$ cat config.mk
export PLATFORM = sky130hd
export DESIGN_NAME = sgr_frame_ctrl
export DESIGN_NICKNAME = d
export VERILOG_FILES = /design/src/rtl/sgr_pkg.sv /design/src/rtl/sgr_frame_ctrl.sv
export SDC_FILE = /design/constraint.sdc
export NUM_CORES = 1
export LEC_CHECK = 0
export ABC_CLOCK_PERIOD_IN_PS = 3900
export BUFFER_PORTS_ARGS = -buffer_cell sky130_fd_sc_hd__buf_2
export CORE_ASPECT_RATIO = 0.8
export CORE_MARGIN = 2
export CORE_UTILIZATION = 31
export CTS_BUF_LIST = sky130_fd_sc_hd__clkbuf_2
export CTS_CLUSTER_SIZE = 10
export DETAILED_ROUTE_END_ITERATION = 16
export GPL_ROUTABILITY_DRIVEN = 0
export HOLD_SLACK_MARGIN = 0.1
export PLACE_DENSITY_LB_ADDON = 0.08
export SYNTH_ARGS = -nofsm -noshare
export SYNTH_HDL_FRONTEND = slang
export SYNTH_SLANG_ARGS = --single-unit
$ cat constraint.sdc
create_clock -name clock -period 3.9 [get_ports clock]
set_clock_uncertainty 0.15 [all_clocks]
set_input_delay 0.39 -clock clock [delete_from_list [all_inputs] [get_ports clock]]
set_output_delay 0.39 -clock clock [all_outputs]
set_load 0.1 [all_outputs]
$ cat src/rtl/sgr_pkg.sv
// Shared types and constants of the 3x3 Sobel gradient block.
`timescale 1ns / 1ps
package sgr_pkg;

   localparam int PIX_W      = 8;
   localparam int GRAD_W     = 11;
   localparam int IMG_W_W    = 11;
   localparam int IMG_H_W    = 16;
   localparam int CSR_IDX_W  = 1;
   localparam int CSR_DATA_W = 16;

   localparam logic [CSR_IDX_W-1:0] CSR_IMAGE_WIDTH  = 1'b0;
   localparam logic [CSR_IDX_W-1:0] CSR_IMAGE_HEIGHT = 1'b1;

   localparam logic [IMG_W_W-1:0] IMAGE_WIDTH_RESET  = 11'd640;
   localparam logic [IMG_H_W-1:0] IMAGE_HEIGHT_RESET = 16'd480;

   // per-item control that travels from the front counters to the window stage
   typedef struct packed {
      logic primed;     // item produces a result
      logic col_zero;   // item sits in column 0 of the input raster
      logic l_mask;     // result pixel is in the first column
      logic r_mask;     // result pixel is in the last column
      logic t_mask;     // result pixel is in the first row
      logic b_mask;     // result pixel is in the last row
      logic last;       // result pixel is the final pixel of the frame
   } sgr_tag_type;

endpackage

$ cat src/rtl/sgr_frame_ctrl.sv
// Frame geometry registers and input/output raster position counters.
`timescale 1ns / 1ps
module sgr_frame_ctrl #(
   parameter int MAX_WIDTH = 1024,
   parameter int COL_W     = 10
) (
   input  logic                            clock,
   input  logic                            reset,
   input  logic                            csr_we,
   input  logic [sgr_pkg::CSR_IDX_W-1:0]   csr_index,
   input  logic [sgr_pkg::CSR_DATA_W-1:0]  csr_data,
   input  logic                            accept,
   output logic [COL_W-1:0]                col,
   output sgr_pkg::sgr_tag_type            tag
);
   import sgr_pkg::*;

   localparam logic [1:0] ROW_SAT = 2'd2;

   logic [IMG_W_W-1:0] image_width_ff;
   logic [IMG_H_W-1:0] image_height_ff;
   logic [COL_W-1:0]   in_col_ff,  in_col_in;
   logic [1:0]         in_row_ff,  in_row_in;
   logic [COL_W-1:0]   out_col_ff, out_col_in;
   logic [IMG_H_W-1:0] out_row_ff, out_row_in;
   logic [COL_W-1:0]   last_col;
   logic [IMG_H_W-1:0] last_row;
   logic               in_col_end;

   always_comb begin
      if (image_width_ff == '0) begin
         last_col = '0;
      end else if (32'(image_width_ff) > 32'(MAX_WIDTH)) begin
         last_col = COL_W'(MAX_WIDTH - 1);
      end else begin
         last_col = COL_W'(image_width_ff - IMG_W_W'(1));
      end
      last_row = (image_height_ff == '0) ? '0 : image_height_ff - IMG_H_W'(1);
   end

   assign col        = in_col_ff;
   assign in_col_end = (in_col_ff == last_col);

   always_comb begin
      tag.primed   = (in_row_ff == ROW_SAT) || ((in_row_ff == 2'd1) && (in_col_ff != '0));
      tag.col_zero = (in_col_ff == '0);
      tag.l_mask   = (out_col_ff == '0);
      tag.r_mask   = (out_col_ff == last_col);
      tag.t_mask   = (out_row_ff == '0);
      tag.b_mask   = (out_row_ff == last_row);
      tag.last     = tag.r_mask && tag.b_mask;
   end

   always_comb begin
      in_col_in  = in_col_ff;
      in_row_in  = in_row_ff;
      out_col_in = out_col_ff;
      out_row_in = out_row_ff;
      if (csr_we) begin
         in_col_in  = '0;
         in_row_in  = '0;
         out_col_in = '0;
         out_row_in = '0;
      end else if (accept) begin
         if (in_col_end) begin
            in_col_in = '0;
            in_row_in = (in_row_ff == ROW_SAT) ? ROW_SAT : in_row_ff + 2'd1;
         end else begin
            in_col_in = in_col_ff + COL_W'(1);
         end
         if (tag.primed) begin
            if (tag.last) begin
               // frame done: next item is pixel 0 of a new frame
               in_col_in  = '0;
               in_row_in  = '0;
               out_col_in = '0;
               out_row_in = '0;
            end else if (tag.r_mask) begin
               out_col_in = '0;
               out_row_in = out_row_ff + IMG_H_W'(1);
            end else begin
               out_col_in = out_col_ff + COL_W'(1);
            end
         end
      end
   end

   always_ff @(posedge clock) begin
      if (reset) begin
         image_width_ff  <= IMAGE_WIDTH_RESET;
         image_height_ff <= IMAGE_HEIGHT_RESET;
         in_col_ff       <= '0;
         in_row_ff       <= '0;
         out_col_ff      <= '0;
         out_row_ff      <= '0;
      end else begin
         if (csr_we && (csr_index == CSR_IMAGE_WIDTH)) begin
            image_width_ff <= csr_data[IMG_W_W-1:0];
         end
         if (csr_we && (csr_index == CSR_IMAGE_HEIGHT)) begin
            image_height_ff <= csr_data;
         end
         in_col_ff  <= in_col_in;
         in_row_ff  <= in_row_in;
         out_col_ff <= out_col_in;
         out_row_ff <= out_row_in;
      end
   end

   a_frame_restart: assert property (@(posedge clock) disable iff (reset)
      accept && !csr_we && tag.primed && tag.last |=>
         (in_col_ff == '0) && (in_row_ff == '0) && (out_col_ff == '0) && (out_row_ff == '0))
      else $error("counters did not restart after the last pixel of a frame");

endmodule

==> impl_metrics.py <==
metrics = {
    "run_status": {
        "status": "complete, but fails checks",
        "failed_checks": "negative setup slack",
    },
    "critical_path": {
        "cp_cell_sequence": "inv_2 > ha_4 > or4b_4 > nor4b_4 > xnor2_1 > o2111ai_1 > or3_1 > a221o_1 > nor4_4 > buf_12",
        "crit_buf_inv": 2,
        "reg2reg_from": "image_width_ff[0]",
        "slowest_stage": "or4b_4",
        "endpoint_kind": "output port",
        "worst_r2r_path_depth": 12,
        "r2r-end": "out_row_ff[14]",
        "path_delay_family": "simple AND/OR/NAND/NOR gates",
        "worst_path_largest_cell_delay_ns": 0.48,
        "r2r_setup_slack_ns": 0.34,
        "start_kind": "register",
        "critPathArrivalTime_ns": 3.48,
        "path_max_fanout": 2,
        "critPathRequiredTime_ns": 3.36,
        "criticalPathCategory": "reg -> out",
        "startpoint": "image_height_ff[1]",
    },
    "yosys": {
        "synth-edff-count": 0,
        "yosysSeqAreaShare_pct": 29.7,
        "synthCells": 581,
        "netlist_area_sq_um": 4390,
        "ys.warnings.count": 0,
        "synth_cell_types": 71,
        "syn_avg_cell_area_sq_um": 7.55,
        "syn-num-nets": 613,
        "ys_async_sr_fraction_pct": 0,
        "synth_top_flop_cell": "dfxtp_1",
        "ys_ff_latch": 65,
    },
    "floorplan": {
        "io_pins": 38,
        "fp.dieW_um": 137,
        "initial_core_util_pct": 32.0,
        "die_y_um": 110,
        "design.core.area_sq_um": 13700,
        "rows": 38,
        "die-area_sq_um": 15100,
    },
    "timing": {
        "setup_viol": 1,
        "drv_slew": 0,
        "finalHoldViolCount": 0,
        "rsz0062_at_grt": "yes",
        "fin_setup_tns_ns": -0.121,
        "timing.hold.ws_ns": 0.219,
        "max_slew_margin_pct": 56.8,
        "tightest_slew_ns": 0.645,
        "fmax_mhz": 249,
        "post-route-period-util_pct": 103,
        "worst_slack_ns": -0.121,
        "min_period_ns": 4.02,
    },
    "grt": {
        "track_usage_pct": 18.0,
        "overflow": 0,
        "grt_max_degree": 29,
        "antenna_found_initial": 0,
        "grt_pass1_vias": 4120,
        "grt_pass1_wl_um": 21500,
    },
    "route": {
        "firstDrtPassIters": 5,
        "drc_errors": 0,
        "dr_total_vias": 4391,
        "viasPerCell": 5.14,
        "wl_met2_um": 5390,
        "dr.first_iter.drc_count": 316,
        "totalWireLength_um": 13300,
        "wl_met1_um": 7030,
        "ant_nets": 0,
        "dr_wl_met3_um": 708,
        "top_layer": "met4",
        "wire_per_inst_um": 15.5,
    },
    "worst_hold_path": {
        "hold_depth": 4,
        "min_to": "col[0]",
        "hp-class": "in -> reg",
        "worstHoldStart": "csr_we",
    },
    "clocking": {
        "cts_tree": "yes",
        "clk_latency_ns": 0.54,
        "h-tree-depth": 3,
        "clk_pin_slew_worst_paths_ns": 0.18,
        "root_buffer": "clkbuf_2",
        "cts_made_buffers": 9,
        "cts_buffer_depth": 2,
        "clock-sinks": 65,
    },
    "final_layout": {
        "drive_gt1_share_pct": 24.3,
        "postLayoutCoreUtil_pct": 41.4,
        "fin_nets": 701,
        "areaGrowthSynthToFinish_pct": 29.1,
        "nFillCells": 1423,
        "antenna_cells": 0,
    },
    "placed_design": {
        "place_hpwl_um": 9880,
        "portBuffers": 37,
    },
    "pwr": {
        "powerDensity_nw_per_um2": 254,
        "cellLeakagePower_nw": 2.18,
        "ir_drop_v": 0.000126,
    },
    "flow_run": {
        "max_cap_violations": 0,
    },
}
==> state kept, by name (all words and copies together), names as in the netlist <==
signal	count
col	10
out_row_ff	16
in_row_ff	2
out_col_ff	10
image_width_ff	11
image_height_ff	16
==> per-layer routing <==
metal	track usage, %	up-vias
met5	0	-
met4	4.26	0
met3	4.55	11
met2	24.6	120
met1	27.7	2031
li1	-	2229
==> kinds of logic (layout without fill, tap and decap cells) <==
| kind of cell | Yosys count | after routing | synth area share [%] |
|---|---|---|---|
| AOI/OAI and AO/OA | 105 | 105 | 15.9 |
| xor gates and xnor gates | 53 | 53 | 10.6 |
| adders and majority gates | 13 | 13 | 3.59 |
| buffers and inverters | 58 | 151 | 6.10 |
| DFF | 65 | 65 | 29.7 |
| muxes | 6 | 6 | 1.40 |
| and+or+nand+nor | 281 | 281 | 32.8 |
==> per-stage QoR <==
stage | power, W | setup WS, ns | area, sq um | std cells
2_1_floorplan | 0.000892 | -0.259 | 4440 | 581
4_1_cts | 0.00143 | -0.179 | 5470 | 843
3_3_place_gp | 0.000975 | 0.0867 | 4960 | 797
5_1_grt | 0.00152 | -0.253 | 5660 | 854
3_5_place_dp | 0.000976 | 0.0966 | 4960 | 797
6_report | 0.00144 | -0.121 | 5660 | 854
==> layout make-up <==
cell class / instances / area [sq um] / share of cell area, %
tap: 180 / 225 / 3.98
sequential: 65 / 1330 / 23.4
clock buffer: 10 / 50.0 / 0.884
inverter: 25 / 96.3 / 1.70
clock inverter: 6 / 58.8 / 1.04
multi-input combinational: 458 / 3060 / 54.1
timing repair buffer: 110 / 845 / 14.9
==> tightest hold or removal path, stage by stage <==
cell and delay, ns:
buf_2 0.13, nor2_1 0.16, nand3b_1 0.13, o21ai_0 0.07
==> where the power goes <==
part	total, W	switching, W	internal (W)	leakage, nW
clock	0.000410	0.000265	0.000146	0.0654
combinational	0.000325	0.000176	0.000149	1.58
sequential	0.000701	0.0000220	0.000679	0.532
==> how the worst max path moves through the flow <==
stage / slack [ns] / depth (start not counted) / end
3_3_place_gp: 0.09 / 10 / tag[0]
5_1_grt: -0.25 / 8 / tag[0]
4_1_cts: -0.18 / 10 / tag[0]
2_1_floorplan: -0.26 / 9 / tag[0]
6_report: -0.12 / 10 / tag[0]
3_5_place_dp: 0.1 / 10 / tag[0]
==> cells in the mapped netlist (2+ instances only) <==
| master | n | share of area, % |
|---|---|---|
| xnor2_1 | 26 | 5.2 |
| nand4_1 | 20 | 2.9 |
| o21ai_0 | 16 | 1.8 |
| a311oi_1 | 4 | 0.80 |
| and4_1 | 2 | 0.40 |
| nand3_1 | 16 | 1.8 |
| o31a_1 | 3 | 0.60 |
| nor4b_1 | 2 | 0.40 |
| a2111oi_0 | 2 | 0.40 |
| nor3b_1 | 3 | 0.51 |
| nand2_1 | 91 | 7.8 |
| nor3_1 | 17 | 1.9 |
| or4_1 | 4 | 0.68 |
| clkbuf_1 | 23 | 2.0 |
| o41ai_1 | 2 | 0.40 |
| and2_1 | 6 | 0.86 |
| o32a_1 | 2 | 0.46 |
| buf_6 | 5 | 1.3 |
| dfxtp_1 | 65 | 30 |
| inv_1 | 25 | 2.1 |
| and3_1 | 11 | 1.6 |
| nor4_1 | 14 | 2.0 |
| nor2b_1 | 4 | 0.57 |
| or3_1 | 12 | 1.7 |
| a211oi_1 | 4 | 0.68 |
| nand3b_1 | 10 | 1.7 |
| o22ai_1 | 3 | 0.43 |
| o2111ai_1 | 2 | 0.40 |
| nor2_1 | 57 | 4.9 |
| ha_1 | 11 | 3.1 |
| maj3_1 | 2 | 0.46 |
| a21o_1 | 2 | 0.34 |
| buf_4 | 3 | 0.51 |
| a21oi_1 | 45 | 5.1 |
| xor2_1 | 27 | 5.4 |
| mux2i_1 | 5 | 1.1 |
==> cell usage in the layout (no fill, tap or decap), types with 4 or more instances in the layout <==
cell type and instances:
inv_2 4, inv_1 20, nand3_1 16, clkbuf_2 11, buf_2 34, buf_12 4, dfxtp_1 55, mux2i_1 4
dfxtp_4 5, nor4_1 9, buf_4 49, nor3_1 12, nor2_1 57, xor2_1 26, o21ai_0 14, and2_1 6
xnor2_1 26, nor2b_1 4, nand4_1 20, ha_1 9, and3_1 11, nor3_2 4, nand2_1 90, a21oi_1 43
dlygate4sd3_1 21, or3_1 11, nand3b_1 10, dfxtp_2 5
==> timing repair <==
action	in CTS	in global routing
buffers inserted	10	10
hold buffers	20	1
setup endpoints to repair	3	8
gates resized for setup	28	27
hold endpoints to repair	33	1
pin swaps	13	19
(Power assumes the default switching activity.)
