**src/rtl/sgr_pkg.sv**
```systemverilog
// Shared types and constants of the 3x3 Sobel gradient block.
`timescale 1ns / 1ps
package sgr_pkg;

   localparam int PIX_W      = 8;
   localparam int GRAD_W     = 11;
   localparam int IMG_W_W    = 11;
   localparam int IMG_H_W    = 16;
   localparam int CSR_IDX_W  = 1;
   localparam int CSR_DATA_W = 16;

   localparam logic [CSR_IDX_W-1:0] CSR_IMAGE_WIDTH  = 1'b0;
   localparam logic [CSR_IDX_W-1:0] CSR_IMAGE_HEIGHT = 1'b1;

   localparam logic [IMG_W_W-1:0] IMAGE_WIDTH_RESET  = 11'd640;
   localparam logic [IMG_H_W-1:0] IMAGE_HEIGHT_RESET = 16'd480;

   // per-item control that travels from the front counters to the window stage
   typedef struct packed {
      logic primed;     // item produces a result
      logic col_zero;   // item sits in column 0 of the input raster
      logic l_mask;     // result pixel is in the first column
      logic r_mask;     // result pixel is in the last column
      logic t_mask;     // result pixel is in the first row
      logic b_mask;     // result pixel is in the last row
      logic last;       // result pixel is the final pixel of the frame
   } sgr_tag_type;

endpackage

```
**src/rtl/sgr_window.sv**
```systemverilog
// 3x3 window columns, edge masking, Sobel kernels and the result register.
`timescale 1ns / 1ps
module sgr_window (
   input  logic                              clock,
   input  logic                              reset,
   input  logic                              shift,
   input  logic                              load,
   input  sgr_pkg::sgr_tag_type              tag,
   input  logic [sgr_pkg::PIX_W-1:0]         up,
   input  logic [sgr_pkg::PIX_W-1:0]         mid,
   input  logic [sgr_pkg::PIX_W-1:0]         pix,
   output logic signed [sgr_pkg::GRAD_W-1:0] grad_x,
   output logic signed [sgr_pkg::GRAD_W-1:0] grad_y,
   output logic                              last_of_frame
);
   import sgr_pkg::*;

   // index 0 top, 1 middle, 2 bottom; col1 is the older of the two kept columns
   logic [PIX_W-1:0] col1_ff [3];
   logic [PIX_W-1:0] col2_ff [3];
   logic [PIX_W-1:0] fresh [3];
   logic signed [GRAD_W:0] lv [3];
   logic signed [GRAD_W:0] cv [3];
   logic signed [GRAD_W:0] rv [3];
   logic signed [GRAD_W:0] gx, gy;
   logic signed [GRAD_W-1:0] grad_x_ff, grad_y_ff;
   logic                     last_ff;

   assign fresh[0] = up;
   assign fresh[1] = mid;
   assign fresh[2] = pix;

   always_ff @(posedge clock) begin
      if (reset) begin
         for (int r = 0; r < 3; r++) begin
            col1_ff[r] <= '0;
            col2_ff[r] <= '0;
         end
      end else if (shift) begin
         for (int r = 0; r < 3; r++) begin
            col1_ff[r] <= col2_ff[r];
            col2_ff[r] <= fresh[r];
         end
      end
   end

   // at column 0 the pending result is the last pixel of the row before,
   // so its right neighbor lies outside the frame
   always_comb begin
      for (int r = 0; r < 3; r++) begin
         lv[r] = $signed({4'd0, col1_ff[r]});
         cv[r] = $signed({4'd0, col2_ff[r]});
         rv[r] = tag.col_zero ? '0 : $signed({4'd0, fresh[r]});
      end
      if (tag.l_mask) begin
         for (int r = 0; r < 3; r++) lv[r] = '0;
      end
      if (tag.r_mask) begin
         for (int r = 0; r < 3; r++) rv[r] = '0;
      end
      if (tag.t_mask) begin
         lv[0] = '0;
         cv[0] = '0;
         rv[0] = '0;
      end
      if (tag.b_mask) begin
         lv[2] = '0;
         cv[2] = '0;
         rv[2] = '0;
      end
      gx = (rv[0] - lv[0]) + ((rv[1] - lv[1]) <<< 1) + (rv[2] - lv[2]);
      gy = (lv[2] - lv[0]) + ((cv[2] - cv[0]) <<< 1) + (rv[2] - rv[0]);
   end

   always_ff @(posedge clock) begin
      if (load) begin
         grad_x_ff <= gx[GRAD_W-1:0];
         grad_y_ff <= gy[GRAD_W-1:0];
         last_ff   <= tag.last;
      end
   end

   assign grad_x        = grad_x_ff;
   assign grad_y        = grad_y_ff;
   assign last_of_frame = last_ff;

endmodule

```
**config.mk**
```make
export PLATFORM = sky130hd
export DESIGN_NAME = sgr_window
export DESIGN_NICKNAME = d
export VERILOG_FILES = /design/src/rtl/sgr_pkg.sv /design/src/rtl/sgr_window.sv
export SDC_FILE = /design/constraint.sdc
export NUM_CORES = 1
export LEC_CHECK = 0
export ABC_AREA = 1
export ABC_CLOCK_PERIOD_IN_PS = 5050
export BUFFER_PORTS_ARGS = -buffer_cell sky130_fd_sc_hd__buf_2
export CAP_MARGIN = 10
export CORE_ASPECT_RATIO = 0.7
export CORE_MARGIN = 5
export CORE_UTILIZATION = 60
export DETAILED_ROUTE_END_ITERATION = 10
export PLACE_DENSITY = 0.81
export SLEW_MARGIN = 30
export SYNTH_ARGS = -nofsm -noshare
export SYNTH_HDL_FRONTEND = slang
export SYNTH_SLANG_ARGS = --single-unit
```
**constraint.sdc**
```tcl
create_clock -name clock -period 5.05 [get_ports clock]
set_input_delay 1.01 -clock clock [delete_from_list [all_inputs] [get_ports clock]]
set_output_delay 1.01 -clock clock [all_outputs]
set_load 0.05 [all_outputs]
```
==> reports/metrics.csv, run 1 <==
stage,metric,value,unit
status,status,finished clean,
drt,drt pass-1 iters,5,
timing,worst setup margin,0.3643,ns
die,# rows,29,
yosys,"Async S/R FF share, synth",0,
worst_hold_path,WHS Path Cells,2,
timing,post-layout min period,4.686,ns
pwr,P_leak,3.374,nW
yosys,Syn Nets,762,
yosys,sequential-to-total area share from yosys stat,0.3721,
die,core area,9180,µm²
yosys,average size of a mapped cell,9.022,µm²
finish,area of the multi-input gates,2889,µm²
global_routing,remaining global-route overflow,0,
timing,crit share post-route,0.9279,
setup_path,CP Launch Type,input pin,
setup_path,Crit path depth,19,
setup_path,r2r worst-path depth,17,
yosys,Cell variety after synth,32,
clock_tree,worst skew pair latency,0.34,ns
yosys,top_reg_cell synth,edfxtp_1,
pwr,cell area power density,427.2,nW/µm²
timing,Max Freq,213.4,MHz
timing,Final Hold Fails,0,
drt,DRT Wirelength,11740,µm
clock_tree,H-Tree Level Count,3,
die,die span in x,126.8,µm
pwr,internal power,1.609,mW
setup_path,endpoint type of the worst setup path,register,
yosys,Post-Syn Area,5729,µm²
timing,clk_skew,0.005354,ns
global_routing,global-route wire length before repair,20210,µm
setup_path,max incr delay on CP,0.53,ns
place,pre-CTS setup slack,0.1206,ns
die,Starting Density,0.6241,
yosys,Synthesis Warnings,0,
timing,final count of negative-setup-slack endpoints,0,
yosys,Commonest cells post-synth,"inv_1 (179), nor2_1 (106), nand2_1 (76), edfxtp_1 (71), fa_1 (48)",
place,hpwl dp,9294,µm
die,Die ar.,11630,µm²
drt,DRC,0,
clock_tree,total CTS buffers,9,
timing,Slew @ Worst Pin,0.7043,ns
place,PortBufs,56,
setup_path,CP max stage cell,fa_1,
drt,Antenna Nets Post-Route,0,
finish,Fill cells,703,
pwr,sw frac,0.4210,
die,I/O pins,58,
drt,Detailed Route Iter0 Violations,293,
finish,Diodes inserted,0,
global_routing,vias in the first global route,4416,
pwr,Net Sw Power,1.170,mW
clock_tree,CTS tree,yes,
setup_path,CP bufs+invs,7,
pwr,Flop pwr share,0.301,
clock_tree,Clock Sink Count,71,
timing,RSZ-0062 raised after global routing,no,
pwr,Comb pwr share,0.493,
flow_run,max cap viols,0,
yosys,Post-synth EDFFs,71,
yosys,most common cell in the netlist,inv_1,
timing,relative slew slack,0.5305,
finish,Sequential Area,2132,µm²
setup_path,Required @ worst endpoint,5.13,ns
die,height of the die,91.76,µm
worst_hold_path,Hold/Removal Path Class,reg -> reg,
global_routing,initial antenna violation count,0,
clock_tree,clock buffer depth,2,
setup_path,CP Data Arrival Time,4.77,ns
clock_tree,"Setup Fix Bufs, Post-CTS",0,
place,routability-driven placement congestion ratio,0.8769,
yosys,"top cells by area, synth","edfxtp_1 (37%), fa_1 (17%), inv_1 (12%)",
setup_path,kind of critical path,in -> reg,
finish,Post-Layout Cell Count,836,
setup_path,worst-path fanout max,8,
pwr,Max VDD drop,0.2478,mV
global_routing,GRT Total Usage,0.2168,
clock_tree,Clock Tree Root,clkbuf_16,
pwr,clock network power share,0.206,
timing,max-slew violations,0,
place,dpl cells,821,
finish,nets,835,
yosys,Post-Synthesis Cells,635,
clock_tree,Worst-path clk slew,0.06,ns
yosys,"area leader, netlist",edfxtp_1,
finish,Layout area overhead,13.54,%
setup_path,Crit path max-delay family,adder cells,
setup_path,CP Cell Sequence,buf_2 -> nor2_1 -> inv_2 -> buf_4 -> nor2_1 -> inv_1 -> nor2_1 -> inv_1 -> fa_1 -> fa_1 -> inv_1 -> fa_1 -> inv_1 -> ha_1 -> nand2_1 -> nor2_1 -> nand3_1 -> nand4_1 -> xnor2_1,
drt,via/cell ratio,5.072,
yosys,#FFs+latches synth,71,
finish,share of cells above drive strength 1,0.1461,
clock_tree,post-CTS sizing,0,
global_routing,largest net degree at the start of global routing,49,
clock_tree,# hold bufs at CTS,0,
drt,WL/cell,14.04,µm
drt,total number of vias,4240,
yosys,Yosys top cell area share,0.3721,
timing,setup TNS,0,ns
-- through the flow --
| stage | total power [mW] | hold slack (ns) | util | area (µm²) |
|---|---|---|---|---|
| 2_1_floorplan | 1.889 | 0.5192 | - | 5729 |
| 3_3_place_gp | 2.145 | 0.5232 | 0.6796 | 6238 |
| 3_5_place_dp | 2.201 | 0.5341 | 0.6798 | 6241 |
| 4_1_cts | 2.780 | 0.5476 | 0.7086 | 6505 |
| 5_1_grt | 2.979 | 0.5681 | 0.7086 | 6505 |
| 6_report | 2.779 | 0.5454 | 0.7086 | 6505 |
-- logic make-up (layout without fill, tap and decap cells) --
| kind of cell | after synthesis | count (layout) | share of synthesized area |
|---|---|---|---|
| AOI/OAI and AO/OA | 44 | 44 | 0.04761 |
| xor gates and xnor gates | 25 | 25 | 0.03822 |
| adders and majority gates | 92 | 92 | 0.2638 |
| buffers and inverters | 189 | 266 | 0.1240 |
| DFF | 71 | 71 | 0.3721 |
| and+or+nand+nor | 214 | 214 | 0.1542 |
-- layout make-up --
type / instances / share of cell area
sequential: 71 / 0.3278
tap: 124 / 0.02385
timing repair buffer: 70 / 0.05924
inverter: 181 / 0.1044
multi-input combinational: 375 / 0.4441
clock buffer: 9 / 0.03462
clock inverter: 6 / 0.005963
-- final timing paths --
| kind | from | end | slack [ns] |
|---|---|---|---|
| max | tag[5] | grad_y[10]$_DFFE_PP_ | 0.36 |
| min | col2_ff[0][14]$_SDFFCE_PN0P_ | col1_ff[0][14]$_SDFFCE_PN0P_ | 0.55 |
| max reg2reg | col2_ff[0][16]$_SDFFCE_PN0P_ | grad_y[10]$_DFFE_PP_ | 1.26 |
| min reg2reg | col2_ff[0][14]$_SDFFCE_PN0P_ | col1_ff[0][14]$_SDFFCE_PN0P_ | 0.55 |
-- cells in the final DEF, fill, tap and decap left out, types with 3 or more instances in the layout --
cell type	instances
buf_2	56
ha_1	44
o21bai_1	3
nor2_1	106
fa_1	48
a21o_1	4
o21ai_2	3
xor2_1	17
nand2_1	76
buf_4	14
inv_1	179
nand3_1	14
a21oi_1	22
nand4_1	4
edfxtp_1	71
nand2_2	6
clkbuf_16	9
o211ai_1	3
clkinv_2	3
xnor2_1	8
-- worst min-delay path, cell delays in order (launching register included) --
cell and delay (ns):
edfxtp_1 0.32, inv_1 0.03, nor2_1 0.08
-- power by group through the flow --
stage | logic [mW] | clock network (mW) | registers (mW)
2_1_floorplan | 0.771 | 0 | 1.12
3_3_place_gp | 1.30 | 0 | 0.845
3_5_place_dp | 1.35 | 0 | 0.850
4_1_cts | 1.36 | 0.580 | 0.838
5_1_grt | 1.53 | 0.608 | 0.846
6_report | 1.37 | 0.573 | 0.837
-- sequential cells by signal (all words and copies together) (netlist names) --
signal         count
grad_y            11
col1_ff           24
grad_x            11
col2_ff           24
last_of_frame      1
-- per-layer routing --
| layer | track usage | up-vias | wire length (µm) |
|---|---|---|---|
| met5 | 0 | - | 0 |
| met4 | 0.06518 | 0 | 209 |
| met3 | 0.06272 | 21 | 971 |
| met2 | 0.3420 | 165 | 5194 |
| met1 | 0.2940 | 1980 | 5361 |
| li1 | - | 2074 | - |
Power figures use the tool's default switching activity.
==> run 2: changes to the inputs <==
--- a/config.mk
+++ b/config.mk
@@ -11,9 +11,10 @@
 export CAP_MARGIN = 10
 export CORE_ASPECT_RATIO = 0.7
 export CORE_MARGIN = 5
-export CORE_UTILIZATION = 60
+export CORE_UTILIZATION = 25
 export DETAILED_ROUTE_END_ITERATION = 10
-export PLACE_DENSITY = 0.81
+export MAX_ROUTING_LAYER = met4
+export REMOVE_ABC_BUFFERS = 1
 export SLEW_MARGIN = 30
 export SYNTH_ARGS = -nofsm -noshare
 export SYNTH_HDL_FRONTEND = slang
==> run 2 against run 1 <==
First-iteration DRC count is 3.8% lower. Critical path depth increased by 1. Count of clock-buffer cells in the layout rose by 1. Die area is 120% higher. Register-to-register slack worse by 0.02 ns. Cell count up 23%. Clock skew grew 0.0051 ns. Core utilization shrank 41 points. Maximum frequency rose by 1.1%. Sequential power grew 0.6%. Via count is 3.3% lower. Worst hold slack got worse by 0.0034 ns. Largest power group unchanged.
==> reports/metrics.csv, run 2 (same netlist as run 1, synthesis figures left out) <==
stage,metric,value,unit,change
status,status,finished clean,,
global_routing,remaining global-route overflow,0,,unchanged
global_routing,global-route wire length before repair,20940,µm,+3.6%
die,Die ar.,26090,µm²,+120%
global_routing,vias in the first global route,4065,,-7.9%
clock_tree,total CTS buffers,9,,unchanged
flow_run,max cap viols,0,,unchanged
timing,Hold WS,0.5420,ns,-0.003408 ns
timing,RSZ-0062 raised after global routing,no,,
global_routing,largest net degree at the start of global routing,49,,unchanged
timing,worst setup margin,0.4141,ns,+0.04980 ns
place,routability-driven placement congestion ratio,0.8096,,-7.7%
global_routing,initial antenna violation count,0,,unchanged
timing,crit share post-route,0.9180,,-0.009862
finish,Post-Layout Cell Count,1028,,+23%
timing,final count of negative-setup-slack endpoints,0,,unchanged
place,dpl cells,1011,,+23%
finish,biggest regs,"col1_ff (24), col2_ff (24)",,
timing,clk_skew,0.01046,ns,+0.005102 ns
place,hpwl dp,10360,µm,+11%
drt,via/cell ratio,3.986,,-21%
place,PortBufs,56,,unchanged
drt,drt pass-1 iters,5,,unchanged
setup_path,CP Data Arrival Time,4.73,ns,-0.04 ns
finish,Layout area overhead,18.78,%,
finish,Fill cells,2428,,+250%
setup_path,kind of critical path,in -> reg,,
worst_hold_path,Hold/Removal Path Class,reg -> reg,,
clock_tree,H-Tree Level Count,3,,unchanged
pwr,total power,2.898,mW,+4.3%
finish,nets,837,,+0.24%
drt,Detailed Route Iter0 Violations,282,,-3.8%
drt,total number of vias,4098,,-3.3%
clock_tree,Worst-path clk slew,0.06,ns,about the same
clock_tree,worst skew pair latency,0.35,ns,about the same
clock_tree,clock buffer depth,2,,unchanged
die,die span in x,190.9,µm,+51%
clock_tree,# hold bufs at CTS,0,,unchanged
setup_path,Required @ worst endpoint,5.15,ns,+0.02 ns
pwr,Net Sw Power,1.176,mW,+0.50%
place,pre-CTS setup slack,0.1053,ns,-0.01530 ns
pwr,cell area power density,425.8,nW/µm²,-0.33%
die,# rows,46,,+59%
drt,DRC,0,,unchanged
timing,Final Hold Fails,0,,unchanged
setup_path,endpoint type of the worst setup path,register,,
global_routing,GRT Total Usage,0.1078,,-0.1090
pwr,Flop pwr share,0.291,,-0.010
pwr,internal power,1.722,mW,+7.0%
pwr,Comb pwr share,0.470,,-0.023
timing,max-slew violations,0,,unchanged
clock_tree,"Setup Fix Bufs, Post-CTS",0,,unchanged
pwr,P_leak,3.403,nW,+0.87%
setup_path,CP Launch Type,input pin,,
die,core area,22620,µm²,+150%
finish,"most common cell after layout, fill and taps aside",inv_1,,
timing,Slew @ Worst Pin,0.6748,ns,-0.02954 ns
drt,Antenna Nets Post-Route,0,,unchanged
pwr,sw frac,0.4058,,-0.01522
timing,relative slew slack,0.5501,,+0.01969
drt,WL/cell,12.45,µm,-11%
die,Starting Density,0.2533,,-0.3708
clock_tree,Clock Tree Root,clkbuf_16,,
timing,Max Freq,215.7,MHz,+1.1%
die,height of the die,136.7,µm,+49%
finish,share of cells above drive strength 1,0.1483,,+0.002184
clock_tree,CTS tree,yes,,
clock_tree,post-CTS sizing,0,,unchanged
timing,post-layout min period,4.636,ns,-0.04980 ns
timing,setup TNS,0,ns,unchanged
pwr,clock network power share,0.239,,+0.033
drt,DRT Wirelength,12790,µm,+9.0%
finish,most frequent cells in the layout,"inv_1 (179), nor2_1 (106), nand2_1 (76)",,
pwr,Max VDD drop,0.1548,mV,-38%
setup_path,worst-path fanout max,7,,-1
clock_tree,Clock Sink Count,71,,unchanged
die,I/O pins,58,,unchanged
run 2: routing by layer:
layer / wire [µm] / track usage
met1: 6954 / 0.1599
met2: 4983 / 0.1455
met3: 730 / 0.02932
met4: 126 / 0.02432
met5: 0 / -
run 2: final timing paths:
path | startpoint | end | slack [ns] | cells after the start
hold / removal | col2_ff[0][13]$_SDFFCE_PN0P_ | col1_ff[0][13]$_SDFFCE_PN0P_ | 0.54 | 2
setup / recovery | tag[5] | grad_x[8]$_DFFE_PP_ | 0.41 | 20
setup reg to reg | col2_ff[0][16]$_SDFFCE_PN0P_ | grad_y[10]$_DFFE_PP_ | 1.24 | 17
hold reg to reg | col2_ff[0][13]$_SDFFCE_PN0P_ | col1_ff[0][13]$_SDFFCE_PN0P_ | 0.54 | 2
run 2: metrics by stage:
stage	utilization	cell area, µm²
finish	0.3009	6805
global route	0.3008	6803
CTS	0.3008	6803
detailed placement	0.2869	6489
global placement	0.2869	6489
floorplan	-	5698
run 2: area by class of cell:
| class | count | area [µm²] | share of cell area |
|---|---|---|---|
| clock buffer | 10 | 229.0 | 0.03365 |
| antenna | 1 | 2.502 | 0.0003677 |
| timing repair buffer | 72 | 400.4 | 0.05883 |
| inverter | 181 | 679.4 | 0.09983 |
| clock inverter | 6 | 85.08 | 0.01250 |
| sequential | 71 | 2132 | 0.3133 |
| multi-input combinational | 375 | 2887 | 0.4242 |
| tap | 312 | 390.4 | 0.05736 |
run 2: power by group through the flow:
stage / Combinational [mW] / Clock (mW) / Sequential, mW
3_5_place_dp: 1.37 / 0 / 0.860
5_1_grt: 1.53 / 0.742 / 0.856
3_3_place_gp: 1.36 / 0 / 0.858
2_1_floorplan: 0.768 / 0 / 1.12
4_1_cts: 1.38 / 0.724 / 0.848
6_report: 1.36 / 0.693 / 0.842
run 2: critical path, cell delays in order:
cell	delay (ns)
buf_2	0.09
nor2_1	0.17
inv_2	0.12
nor2_1	0.19
inv_2	0.12
nor2_1	0.14
inv_1	0.07
fa_1	0.47
inv_1	0.05
fa_1	0.53
inv_1	0.05
fa_1	0.52
inv_1	0.04
ha_1	0.34
a21oi_1	0.24
o21ai_1	0.13
a21oi_2	0.17
nor2_1	0.08
o21bai_1	0.12
nand2_1	0.06
==> run 3: changes to the inputs <==
--- a/config.mk
+++ b/config.mk
@@ -11,9 +11,10 @@
 export CAP_MARGIN = 10
 export CORE_ASPECT_RATIO = 0.7
 export CORE_MARGIN = 5
-export CORE_UTILIZATION = 25
+export CORE_UTILIZATION = 60
 export DETAILED_ROUTE_END_ITERATION = 10
 export MAX_ROUTING_LAYER = met4
+export PLACE_DENSITY = 0.81
 export REMOVE_ABC_BUFFERS = 1
 export SLEW_MARGIN = 30
 export SYNTH_ARGS = -nofsm -noshare
==> constraint.sdc (replaced) <==
create_clock -name clock -period 5.05 [get_ports clock]
set_input_delay 1.01 -clock clock [delete_from_list [all_inputs] [get_ports clock]]
set_output_delay 1.01 -clock clock [all_outputs]
set_load 0.1 [all_outputs]
==> run 3 against run 2 <==
Worst hold slack better by 0.0042 ns. Non-clock buffer count decreased by 1. Register-to-register slack improved by 0.02 ns. Final area decreased by 3.6%. Clock power down 2%. Via count increased by 2.8%. Critical path depth is 2 lower. Core utilization up 41 points. Combinational power grew 21%. Count of clock-buffer cells in the layout fell by 1.
==> reports/metrics.csv, run 3 (same netlist as run 1, synthesis figures left out) <==
stage,metric,value,unit,change
drt,via/cell ratio,5.031,,+26%
pwr,internal power,1.712,mW,-0.57%
setup_path,worst-path fanout max,8,,+1
status,status,finished clean,,
finish,Post-Layout Cell Count,837,,-19%
setup_path,CP Data Arrival Time,4.77,ns,+0.04 ns
clock_tree,total CTS buffers,9,,unchanged
setup_path,kind of critical path,in -> reg,,
global_routing,global-route wire length before repair,19470,µm,-7.0%
pwr,Flop pwr share,0.265,,-0.026
die,height of the die,91.76,µm,-33%
timing,setup TNS,0,ns,unchanged
drt,DRT Wirelength,11900,µm,-7.0%
place,dpl cells,822,,-19%
clock_tree,clock buffer depth,2,,unchanged
timing,Hold WS,0.5462,ns,+0.004182 ns
place,routability-driven placement congestion ratio,0.9218,,+14%
drt,Detailed Route Iter0 Violations,279,,-1.1%
clock_tree,post-CTS sizing,0,,unchanged
setup_path,Required @ worst endpoint,5.13,ns,-0.02 ns
clock_tree,Clock Sink Count,71,,unchanged
pwr,Max VDD drop,0.3198,mV,+110%
drt,WL/cell,14.22,µm,+14%
finish,Diodes inserted,0,,-1
pwr,cell area power density,483.0,nW/µm²,+13%
pwr,P_leak,3.401,nW,about the same
timing,max-slew violations,0,,unchanged
timing,RSZ-0062 raised after global routing,no,,
clock_tree,Worst-path clk slew,0.06,ns,about the same
pwr,sw frac,0.4596,,+0.05377
timing,crit share post-route,0.9282,,+0.01024
global_routing,largest net degree at the start of global routing,49,,unchanged
drt,total number of vias,4211,,+2.8%
flow_run,max cap viols,0,,unchanged
timing,relative slew slack,0.5517,,+0.001545
finish,nets,836,,-0.12%
die,Starting Density,0.6241,,+0.3708
finish,share of cells above drive strength 1,0.1459,,-0.002389
timing,Max Freq,213.3,MHz,-1.1%
timing,clk_skew,0.01144,ns,+0.0009814 ns
drt,Antenna Nets Post-Route,0,,unchanged
timing,final count of negative-setup-slack endpoints,0,,unchanged
die,Die ar.,11630,µm²,-55%
global_routing,GRT Total Usage,0.2178,,+0.1100
drt,DRC,0,,unchanged
worst_hold_path,Hold/Removal Path Class,reg -> reg,,
die,core area,9180,µm²,-59%
clock_tree,# hold bufs at CTS,0,,unchanged
setup_path,CP Launch Type,input pin,,
setup_path,endpoint type of the worst setup path,register,,
clock_tree,H-Tree Level Count,3,,unchanged
clock_tree,worst skew pair latency,0.34,ns,about the same
finish,Layout area overhead,14.48,%,
place,PortBufs,56,,unchanged
die,die span in x,126.8,µm,-34%
die,I/O pins,58,,unchanged
global_routing,initial antenna violation count,0,,unchanged
drt,drt pass-1 iters,5,,unchanged
finish,biggest regs,"col1_ff (24), col2_ff (24)",,
timing,post-layout min period,4.688,ns,+0.05170 ns
clock_tree,"Setup Fix Bufs, Post-CTS",0,,unchanged
pwr,Net Sw Power,1.456,mW,+24%
finish,most frequent cells in the layout,"inv_1 (179), nor2_1 (106), nand2_1 (76)",,
global_routing,vias in the first global route,4171,,+2.6%
finish,"most common cell after layout, fill and taps aside",inv_1,,
clock_tree,CTS tree,yes,,
die,# rows,29,,-37%
timing,Slew @ Worst Pin,0.6725,ns,-0.002318 ns
global_routing,remaining global-route overflow,0,,unchanged
clock_tree,Clock Tree Root,clkbuf_16,,
timing,Final Hold Fails,0,,unchanged
pwr,clock network power share,0.215,,-0.024
pwr,Comb pwr share,0.520,,+0.050
place,hpwl dp,9224,µm,-11%
## run 3: cell types whose count changed in the layout (fill, tap and decap cells not counted), sizes merged
cell | previous run | this run
buf | 72 | 71
clkbuf | 10 | 9
clkinvlp | 2 | 1
diode | 1 | 0
inv | 181 | 182
## run 3: layout make-up
| cell class | instances | area, µm² |
|---|---|---|
| Clock buffer | 9 | 225.2 |
| Timing Repair Buffer | 71 | 392.9 |
| Clock inverter | 6 | 85.08 |
| Sequential cell | 71 | 2132 |
| Fill cell | 685 | 2621 |
| Tap cell | 124 | 155.1 |
| Multi-Input combinational cell | 375 | 2889 |
| Inverter | 181 | 679.4 |
## run 3: worst paths after layout
path,startpoint,endpoint,slack [ns],depth (start not counted)
worst min-delay path,col2_ff[0][9]$_SDFFCE_PN0P_,col1_ff[0][9]$_SDFFCE_PN0P_,0.55,2
worst max register to register,col2_ff[0][16]$_SDFFCE_PN0P_,grad_y[10]$_DFFE_PP_,1.26,17
worst min register to register,col2_ff[0][9]$_SDFFCE_PN0P_,col1_ff[0][9]$_SDFFCE_PN0P_,0.55,2
worst max-delay path,tag[5],grad_y[7]$_DFFE_PP_,0.36,18
## run 3: power by group through the flow
stage | clock [mW] | combinational, mW | sequential (mW)
after floorplan | 0 | 0.768 | 1.40
after global placement | 0 | 1.58 | 0.845
after detailed placement | 0 | 1.63 | 0.851
after CTS | 0.685 | 1.65 | 0.839
after global routing | 0.717 | 1.79 | 0.845
final | 0.682 | 1.65 | 0.839
## run 3: layer usage
layer  global-route usage  share of wire  up-vias
li1                     -              -     2071
met1               0.2977           0.46     1981
met2               0.3363           0.46      147
met3              0.05110          0.076       12
met4              0.04554         0.0080        0
met5                    -              0        -
## run 3: worst max-delay path, stage by stage
cell     delay, ns
buf_2         0.10
nor2_1        0.17
inv_2         0.08
buf_4         0.17
nor2_1        0.09
inv_1         0.16
nor2_1        0.24
ha_1          0.27
inv_1         0.08
fa_1          0.43
fa_1          0.55
ha_1          0.22
inv_1         0.10
fa_1          0.42
o21ai_2       0.24
nand2_1       0.10
a31oi_1       0.22
xor2_1        0.11
## run 3: metrics by stage
stage	util	setup slack (ns)	power (mW)	cell area, µm²
after detailed placement	0.6807	0.07948	2.481	6248
after global placement	0.6804	0.2420	2.422	6246
final	0.7145	0.3624	3.168	6559
after global routing	0.7145	0.1705	3.353	6559
after CTS	0.7145	0.4136	3.171	6559
after floorplan	-	0.4896	2.163	5698
